--- src/hdl/pvbe_pkg.sv ---
// Package: shared types, codes and helpers for the posting list vbyte encoder.
`timescale 1ns / 1ps
`default_nettype none
package pvbe_pkg;

  localparam int GAP_MAX_W = 64;
  localparam int GROUP_MAX = 10;
  localparam int GRP_W     = 4;

  typedef enum logic {
    FUNC_OCCUR = 1'b0,
    FUNC_FLUSH = 1'b1
  } func_t;

  typedef struct packed {
    logic        func;
    logic [31:0] doc_id;
  } in_word_t;

  typedef struct packed {
    logic [7:0] out_byte;
    logic       is_count;
    logic       last;
  } out_word_t;

  // work handed from front to back
  typedef struct packed {
    logic                 has_count;
    logic [7:0]           count;
    logic                 has_gap;
    logic [GAP_MAX_W-1:0] gap;
  } cmd_t;

  // index of the most significant nonzero 7-bit group, 0 when gap < 128
  function automatic logic [GRP_W-1:0] grp_top(logic [GAP_MAX_W-1:0] gap);
    logic [GRP_W-1:0] r;
    r = '0;
    for (int i = 1; i < GROUP_MAX; i++) begin
      if ((gap >> (7 * i)) != '0) r = GRP_W'(i);
    end
    return r;
  endfunction

  function automatic logic [6:0] gap_chunk(logic [GAP_MAX_W-1:0] gap,
                                           logic [GRP_W-1:0] idx);
    logic [6:0] r;
    r = '0;
    for (int i = 0; i < GROUP_MAX; i++) begin
      if (idx == GRP_W'(i)) r = 7'(gap >> (7 * i));
    end
    return r;
  endfunction

endpackage
`default_nettype wire

--- src/hdl/pvbe_front.sv ---
// Front end: takes input words, tracks the open document, issues byte commands.
`timescale 1ns / 1ps
`default_nettype none
module pvbe_front #(
  parameter int ID_WIDTH    = 32,
  parameter int COUNT_LIMIT = 255
) (
  input  wire logic             clk,
  input  wire logic             rst,
  input  wire logic             accept,
  input  wire pvbe_pkg::in_word_t in_item,
  output logic                  cmd_push,
  output pvbe_pkg::cmd_t        cmd
);

  logic [ID_WIDTH-1:0] last_doc, last_doc_next;
  logic                have_doc, have_doc_next;
  logic [7:0]          count, count_next;
  logic [ID_WIDTH-1:0] id;
  logic [ID_WIDTH-1:0] gap;
  logic                is_flush;

  assign id       = ID_WIDTH'(64'(in_item.doc_id));
  assign gap      = id - last_doc;
  assign is_flush = (in_item.func == pvbe_pkg::FUNC_FLUSH);

  always_comb begin
    last_doc_next = last_doc;
    have_doc_next = have_doc;
    count_next    = count;
    cmd_push      = 1'b0;
    cmd.has_count = have_doc;
    cmd.count     = count;
    cmd.has_gap   = 1'b0;
    cmd.gap       = pvbe_pkg::GAP_MAX_W'(gap);
    if (accept) begin
      priority if (is_flush) begin
        cmd_push      = have_doc;
        last_doc_next = '0;
        have_doc_next = 1'b0;
        count_next    = '0;
      end else if (have_doc && id == last_doc) begin
        if (count < 8'(COUNT_LIMIT)) count_next = count + 8'd1;
      end else begin
        cmd_push      = 1'b1;
        cmd.has_gap   = 1'b1;
        last_doc_next = id;
        have_doc_next = 1'b1;
        count_next    = 8'd1;
      end
    end
  end

  always_ff @(posedge clk) begin
    if (rst) begin
      last_doc <= '0;
      have_doc <= 1'b0;
      count    <= '0;
    end else begin
      last_doc <= last_doc_next;
      have_doc <= have_doc_next;
      count    <= count_next;
    end
  end

endmodule
`default_nettype wire

--- src/hdl/pvbe_cmd_queue.sv ---
// Short command queue between front and back.
`timescale 1ns / 1ps
`default_nettype none
module pvbe_cmd_queue #(
  parameter int DEPTH = 4
) (
  input  wire logic           clk,
  input  wire logic           rst,
  input  wire logic           wr_en,
  input  wire pvbe_pkg::cmd_t wr_data,
  output logic                full,
  input  wire logic           rd_en,
  output pvbe_pkg::cmd_t      rd_data,
  output logic                not_empty
);

  localparam int AW = (DEPTH > 1) ? $clog2(DEPTH) : 1;
  localparam int CW = $clog2(DEPTH + 1);

  pvbe_pkg::cmd_t mem [DEPTH];
  logic [AW-1:0] wr_ptr, rd_ptr;
  logic [CW-1:0] fill;

  assign full      = (fill == CW'(DEPTH));
  assign not_empty = (fill != '0);
  assign rd_data   = mem[rd_ptr];

  always_ff @(posedge clk) begin
    if (wr_en) mem[wr_ptr] <= wr_data;
  end

  always_ff @(posedge clk) begin
    if (rst) begin
      wr_ptr <= '0;
      rd_ptr <= '0;
      fill   <= '0;
    end else begin
      if (wr_en) wr_ptr <= (wr_ptr == AW'(DEPTH - 1)) ? '0 : wr_ptr + AW'(1);
      if (rd_en) rd_ptr <= (rd_ptr == AW'(DEPTH - 1)) ? '0 : rd_ptr + AW'(1);
      unique case ({wr_en, rd_en})
        2'b10:   fill <= fill + CW'(1);
        2'b01:   fill <= fill - CW'(1);
        default: fill <= fill;
      endcase
    end
  end

endmodule
`default_nettype wire

--- src/hdl/pvbe_back.sv ---
// Back end: serializes count and gap bytes into the output register.
`timescale 1ns / 1ps
`default_nettype none
module pvbe_back (
  input  wire logic           clk,
  input  wire logic           rst,
  input  wire pvbe_pkg::cmd_t cmd,
  input  wire logic           cmd_avail,
  output logic                cmd_pop,
  output logic                empty,
  input  wire logic           pop,
  output pvbe_pkg::out_word_t out_item
);

  logic                          active;
  logic                          cnt_pend;
  logic                          gap_pend;
  logic [7:0]                    count;
  logic [pvbe_pkg::GAP_MAX_W-1:0] gap;
  logic [pvbe_pkg::GRP_W-1:0]    grp;
  logic                          out_vld;

  logic                out_free;
  logic                emit;
  logic                cur_last;
  pvbe_pkg::out_word_t cur;

  assign out_free = !out_vld || pop;
  assign emit     = active && out_free;
  assign cur_last = cnt_pend ? !gap_pend : (grp == '0);
  assign cmd_pop  = cmd_avail && (!active || (emit && cur_last));
  assign empty    = !out_vld;

  always_comb begin
    cur.is_count = cnt_pend;
    cur.last     = cur_last;
    if (cnt_pend) cur.out_byte = count;
    else          cur.out_byte = {grp == '0, pvbe_pkg::gap_chunk(gap, grp)};
  end

  always_ff @(posedge clk) begin
    if (rst) begin
      active   <= 1'b0;
      cnt_pend <= 1'b0;
      gap_pend <= 1'b0;
      out_vld  <= 1'b0;
    end else begin
      out_vld <= emit || (out_vld && !pop);
      if (cmd_pop) begin
        active   <= 1'b1;
        cnt_pend <= cmd.has_count;
        gap_pend <= cmd.has_gap;
      end else if (emit) begin
        if (cnt_pend) begin
          cnt_pend <= 1'b0;
          if (!gap_pend) active <= 1'b0;
        end else if (grp == '0) begin
          active <= 1'b0;
        end
      end
    end
  end

  always_ff @(posedge clk) begin
    if (emit) out_item <= cur;
    if (cmd_pop) begin
      count <= cmd.count;
      gap   <= cmd.gap;
      grp   <= pvbe_pkg::grp_top(cmd.gap);
    end else if (emit && !cnt_pend && grp != '0) begin
      grp <= grp - pvbe_pkg::GRP_W'(1);
    end
  end

endmodule
`default_nettype wire

--- src/hdl/posting_list_vbyte_encoder_unit.sv ---
// Top level: posting list delta-gap variable-byte encoder.
//
// Input channel: push/full carries one word {func, doc_id}. func occurrence
// adds a document id, func flush ends the list. Output channel: empty/pop
// presents one word {out_byte, is_count, last} at a time, oldest first.
// A repeated id only bumps the open document's count and makes no output.
// A new id makes the previous document's count byte (if any) followed by
// 1 to 10 gap bytes, most significant 7-bit group first, bit 7 set on the
// final gap byte. Flush makes the pending count byte, if any.
// A word's command is written into the queue and popped into the back end's
// registers, which then load its first byte into the output register.
// Throughput: one input word per cycle while the command queue has room;
// output drains one byte per cycle while pop is held high. The back end's
// one-byte-per-cycle serializer sets the sustained rate.
// Reset (synchronous, rst high) clears the open document, last id and the
// queue; no clearing pass. When pop stays low the output register holds,
// the back end stops, and full rises once QUEUE_DEPTH commands wait.
`timescale 1ns / 1ps
`default_nettype none
module posting_list_vbyte_encoder_unit #(
  parameter int ID_WIDTH    = 32,
  parameter int COUNT_LIMIT = 255,
  parameter int QUEUE_DEPTH = 4
) (
  input  wire logic               clk,
  input  wire logic               rst,
  input  wire logic               push,
  output logic                    full,
  input  wire pvbe_pkg::in_word_t in_item,
  output logic                    empty,
  input  wire logic               pop,
  output pvbe_pkg::out_word_t     out_item
);

  logic           accept;
  logic           cmd_push;
  pvbe_pkg::cmd_t cmd_in;
  pvbe_pkg::cmd_t cmd_head;
  logic           cmd_avail;
  logic           cmd_pop;

  assign accept = push && !full;

  pvbe_front #(
    .ID_WIDTH    (ID_WIDTH),
    .COUNT_LIMIT (COUNT_LIMIT)
  ) u_front (
    .clk      (clk),
    .rst      (rst),
    .accept   (accept),
    .in_item  (in_item),
    .cmd_push (cmd_push),
    .cmd      (cmd_in)
  );

  pvbe_cmd_queue #(
    .DEPTH (QUEUE_DEPTH)
  ) u_queue (
    .clk       (clk),
    .rst       (rst),
    .wr_en     (cmd_push),
    .wr_data   (cmd_in),
    .full      (full),
    .rd_en     (cmd_pop),
    .rd_data   (cmd_head),
    .not_empty (cmd_avail)
  );

  pvbe_back u_back (
    .clk       (clk),
    .rst       (rst),
    .cmd       (cmd_head),
    .cmd_avail (cmd_avail),
    .cmd_pop   (cmd_pop),
    .empty     (empty),
    .pop       (pop),
    .out_item  (out_item)
  );

endmodule
`default_nettype wire

--- config.mk ---
export PLATFORM = sky130hd
export DESIGN_NAME = posting_list_vbyte_encoder_unit
export DESIGN_NICKNAME = d
export VERILOG_FILES = /design/src/hdl/pvbe_pkg.sv /design/src/hdl/pvbe_front.sv /design/src/hdl/pvbe_cmd_queue.sv /design/src/hdl/pvbe_back.sv /design/src/hdl/posting_list_vbyte_encoder_unit.sv
export SDC_FILE = /design/constraint.sdc
export NUM_CORES = 1
export LEC_CHECK = 0
export ABC_AREA = 1
export BUFFER_PORTS_ARGS = -buffer_cell sky130_fd_sc_hd__buf_4
export CAP_MARGIN = 15
export CORE_MARGIN = 2
export CORE_UTILIZATION = 64
export CTS_BUF_LIST = sky130_fd_sc_hd__clkbuf_8 sky130_fd_sc_hd__clkbuf_16
export DETAILED_ROUTE_END_ITERATION = 10
export PLACE_DENSITY = 0.81
export SLEW_MARGIN = 20
export SYNTH_ARGS = -nofsm -noshare
export SYNTH_HDL_FRONTEND = slang
export SYNTH_HIERARCHICAL = 1
export SYNTH_SLANG_ARGS = --single-unit
--- constraint.sdc ---
create_clock -name clk -period 4.85 [get_ports clk]
set_input_delay 0.2425 -clock clk [delete_from_list [all_inputs] [get_ports clk]]
set_output_delay 0.2425 -clock clk [all_outputs]
set_load 0.02 [all_outputs]
==> flow_results.xml <==
<?xml version="1.0" encoding="UTF-8"?>
<metrics>
  <group name="run_status">
    <metric name="outcome" unit="">completed</metric>
  </group>
  <group name="sta">
    <metric name="max_clock_freq" unit="MHz">289.0</metric>
    <metric name="min_period_over_period" unit="%">71.35</metric>
    <metric name="setup-violations-final" unit="">0</metric>
    <metric name="final_critical_delay_including_setup_and_external_delays" unit="ns">3.461</metric>
    <metric name="unrepaired_setup_endpoints_after_global_routing" unit="">no</metric>
    <metric name="clock-skew-final" unit="ns">0.01477</metric>
    <metric name="worst_pin_slew" unit="ns">0.9444</metric>
    <metric name="hold_violations" unit="">0</metric>
    <metric name="number_of_max_slew_violations_in_the_final_report" unit="">0</metric>
    <metric name="relSlewSlack" unit="%">36.37</metric>
    <metric name="timing.setup.tns" unit="ns">0</metric>
  </group>
  <group name="yosys">
    <metric name="synth_largest_area_cell" unit="">edfxtp_1</metric>
    <metric name="netlist_instances" unit="">1833</metric>
    <metric name="post_synth_main_area_contributors" unit="">edfxtp_1 58%, nor2_1 5.8%, dfxtp_1 5.5%</metric>
    <metric name="ys_ff_latch" unit="">436</metric>
    <metric name="syn_area_per_cell" unit="um^2">10.74</metric>
    <metric name="synth-edff-count" unit="">382</metric>
    <metric name="synthDistinctLibCells" unit="">47</metric>
    <metric name="syn_area" unit="um^2">19690</metric>
    <metric name="synth_async_sr_flop_share" unit="%">0</metric>
    <metric name="synth.top_cells.by_count" unit="">382 x edfxtp_1, 302 x nor2_1, 275 x nand2_1, 128 x o21ai_0, 127 x inv_1</metric>
    <metric name="ys_seq_area_share" unit="%">63.76</metric>
    <metric name="postSynth.topFlopCell" unit="">edfxtp_1</metric>
    <metric name="synthesis.yosys.warnings" unit="">6</metric>
    <metric name="area_share_of_the_largest_cell_type_after_synthesis" unit="%">58.27</metric>
    <metric name="yosysMostFrequentCell" unit="">edfxtp_1</metric>
  </group>
  <group name="clock_network">
    <metric name="clockRootBuffer" unit="">clkbuf_16</metric>
    <metric name="cts-resized-gates" unit="">0</metric>
    <metric name="cts_h_tree_depth" unit="">2</metric>
    <metric name="cts.clk_slew.worst_paths" unit="ns">0.06</metric>
    <metric name="count_of_clock_tree_sinks" unit="">436</metric>
    <metric name="cts_buffer_count" unit="">42</metric>
    <metric name="max-clock-path-buffers" unit="">3</metric>
    <metric name="tritoncts_clock_tree" unit="">built</metric>
    <metric name="clkLatencyLatePin" unit="ns">0.54</metric>
  </group>
  <group name="setup_path">
    <metric name="critPathKind" unit="">reg2reg</metric>
    <metric name="setup.reg_to_reg.worst_slack" unit="ns">1.39</metric>
    <metric name="ff2ff_path_depth" unit="">12</metric>
    <metric name="worstSetupStartpointType" unit="">flop</metric>
    <metric name="highest_fanout_seen_on_the_critical_path" unit="">94</metric>
    <metric name="timing.critical_path.required" unit="ns">5.26</metric>
    <metric name="r2r-end" unit="">u_back/grp[0]$_DFFE_PP_</metric>
    <metric name="setup.worst_path.end" unit="">u_back/grp[0]$_DFFE_PP_</metric>
    <metric name="arrival" unit="ns">3.87</metric>
    <metric name="critPathCaptureType" unit="">flop</metric>
  </group>
  <group name="detailed_routing">
    <metric name="drt-wirelength-per-cell" unit="um">19.83</metric>
    <metric name="drc_errors" unit="">0</metric>
    <metric name="detailedRoute.firstPassIterationCount" unit="">6</metric>
    <metric name="viasPerCell" unit="">5.897</metric>
    <metric name="wl" unit="um">46280</metric>
    <metric name="dr_wl_met2" unit="um">22030</metric>
    <metric name="routed-via-count" unit="">13760</metric>
    <metric name="met1Wirelength" unit="um">19030</metric>
    <metric name="count_of_antenna_violating_nets_left_after_detailed_routing" unit="">0</metric>
    <metric name="drt-initial-drc-count" unit="">1746</metric>
    <metric name="route.met3.wl" unit="um">3560</metric>
    <metric name="topRoutingLayerUsed" unit="">met4</metric>
  </group>
  <group name="power_and_ir_drop">
    <metric name="power.density" unit="nW/um^2">552.0</metric>
    <metric name="irDropWorstVdd" unit="mV">0.4100</metric>
    <metric name="power.static_leakage" unit="nW">8.025</metric>
    <metric name="power_report.internal_total" unit="mW">7.790</metric>
    <metric name="power_frac_clock" unit="%">25.5</metric>
    <metric name="p_sw" unit="mW">4.242</metric>
    <metric name="seq_power_share" unit="%">44.7</metric>
    <metric name="totalPowerFinal" unit="mW">12.03</metric>
    <metric name="swShare" unit="%">35.26</metric>
    <metric name="comb_power_share" unit="%">29.8</metric>
  </group>
  <group name="grt">
    <metric name="grt_first_pass_wirelength" unit="um">70950</metric>
    <metric name="grt_antenna_before_repair" unit="">1</metric>
    <metric name="groute.usage.overall" unit="%">29.23</metric>
    <metric name="first_global_vias" unit="">13120</metric>
    <metric name="overall_overflow_remaining_after_global_route" unit="">0</metric>
    <metric name="grt_start_max_net_pins" unit="">95</metric>
  </group>
  <group name="placed_design">
    <metric name="gp_congestion" unit="">0.9291</metric>
    <metric name="dp_hpwl" unit="um">30630</metric>
    <metric name="port-buffer-count" unit="">48</metric>
  </group>
  <group name="floorplan">
    <metric name="row_count" unit="">64</metric>
    <metric name="floorplan.die.height" unit="um">179.4</metric>
    <metric name="fp.dieArea" unit="um^2">32180</metric>
    <metric name="floorplan.die.width" unit="um">179.4</metric>
    <metric name="start_util" unit="%">64.69</metric>
    <metric name="design.portCount" unit="">49</metric>
    <metric name="coreArea" unit="um^2">30430</metric>
  </group>
  <group name="final_layout">
    <metric name="area_delta_synth_final" unit="%">10.73</metric>
    <metric name="finish.net_count" unit="">1986</metric>
    <metric name="antenna-diode-count" unit="">0</metric>
    <metric name="fillers" unit="">2082</metric>
    <metric name="final_layout_size_suffix_gt1_share" unit="%">9.856</metric>
  </group>
  <group name="worst_hold_path">
    <metric name="timing.hold.worst.class" unit="">in2reg</metric>
  </group>
  <group name="job">
    <metric name="maxCapViolations" unit="">0</metric>
  </group>
</metrics>
-- cell families after synthesis --
logic type	after synthesis	share of synthesized area, %
adder cells (fa/ha/maj)	45	2.937
flip-flops	436	63.76
other	1	0.01905
buffers and inverters	237	5.975
AO/OA/AOI/OAI	352	10.05
XOR/XNOR	26	1.157
AND/OR/NAND/NOR	736	16.10
-- sequential cells by signal (all words and copies together) (netlist names), named ones only --
register,count
u_queue/mem,296
u_back/grp,4
u_back/out_item,10
u_queue/wr_ptr,2
u_back/active,1
u_back/cnt_pend,1
u_front/have_doc,1
u_back/out_vld,1
u_queue/rd_ptr,2
u_back/gap_pend,1
u_back/gap,64
u_front/last_doc,32
u_back/count,8
u_front/count,8
u_queue/fill,3
-- repair_timing --
action                                 CTS  global route
buffers inserted                         0             0
endpoints found under the hold margin   34             0
hold buffers                            34             0
-- critical path, stage by stage, from the launching register on --
cell,delay (ns)
dfxtp_4,0.57
inv_4,0.39
o21ai_0,0.45
o22ai_1,0.33
nor3_1,0.40
nand4_1,0.37
nor3_1,0.40
nand2_1,0.09
nand2_1,0.06
nand2_1,0.05
nand2_1,0.06
nand2_1,0.05
nand2_1,0.05
-- routing by layer --
layer  GRT usage [%]  up-vias
met5               0        -
met2           46.71      610
met4           11.69        0
met3           4.114      104
met1           41.00     6568
li1                -     6482
-- cell usage in the layout, fill, tap and decap left out, drive strengths merged --
| master | n |
|---|---|
| dlygate4sd3 | 34 |
| and2 | 3 |
| nand2b | 1 |
| nor2 | 314 |
| a21o | 4 |
| nand4 | 47 |
| ha | 43 |
| nor3b | 2 |
| nand3 | 59 |
| o22ai | 77 |
| o21a | 3 |
| a21oi | 48 |
| nand3b | 5 |
| xor2 | 20 |
| o21ai | 213 |
| clkinv | 20 |
| edfxtp | 382 |
| clkbuf | 43 |
| fa | 2 |
| o21bai | 2 |
| or2 | 10 |
| o211ai | 4 |
| bufinv | 2 |
| inv | 149 |
| dfxtp | 54 |
| nor3 | 11 |
| buf | 62 |
| xnor2 | 6 |
| nand2 | 284 |
| a21boi | 1 |
| conb | 32 |
| clkinvlp | 1 |
-- cell type report --
type / instances / area (um^2) / area share (%)
sequential: 436 / 12560 / 57.61
timing repair buffer: 96 / 855.8 / 3.926
multi-input combinational: 1191 / 6073 / 27.86
inverter: 137 / 516.7 / 2.371
tap: 396 / 495.5 / 2.273
clock inverter: 35 / 222.7 / 1.022
clock buffer: 43 / 1076 / 4.937
-- how the worst min path moves through the flow --
stage	startpoint	end	slack, ns	depth (start not counted)
2_1_floorplan	rst	u_back/active$_SDFFE_PP0P_	0.31	1
3_3_place_gp	u_front/last_doc[0]$_SDFFE_PP0P_	u_front/last_doc[0]$_SDFFE_PP0P_	0.45	2
3_5_place_dp	u_front/last_doc[0]$_SDFFE_PP0P_	u_front/last_doc[0]$_SDFFE_PP0P_	0.45	2
4_1_cts	in_item[15]	u_front/last_doc[15]$_SDFFE_PP0P_	0.009	3
5_1_grt	in_item[15]	u_front/last_doc[15]$_SDFFE_PP0P_	0.02	3
6_report	in_item[15]	u_front/last_doc[15]$_SDFFE_PP0P_	0.02	3
-- stage by stage --
step           instance area, um^2  setup slack, ns  hold WS [ns]  utilization (%)  cells
2_1_floorplan                19800            1.354        0.3116                -   1864
3_3_place_gp                 20160            1.587        0.4529            66.25   2222
3_5_place_dp                 20160            1.511        0.4527            66.25   2222
4_1_cts                      21800            1.518      0.009053            71.63   2334
5_1_grt                      21800            1.136       0.02451            71.63   2334
6_report                     21800            1.389       0.02491            71.63   2334
-- power groups by stage --
stage | combinational (mW) | clock (mW) | sequential [mW]
finish | 3.58 | 3.07 | 5.38
floorplan | 2.40 | 0 | 5.38
global placement | 3.34 | 0 | 5.42
detailed placement | 3.46 | 0 | 5.45
CTS | 3.51 | 3.10 | 5.38
global route | 3.92 | 3.24 | 5.44
Power figures use the tool's default switching activity.
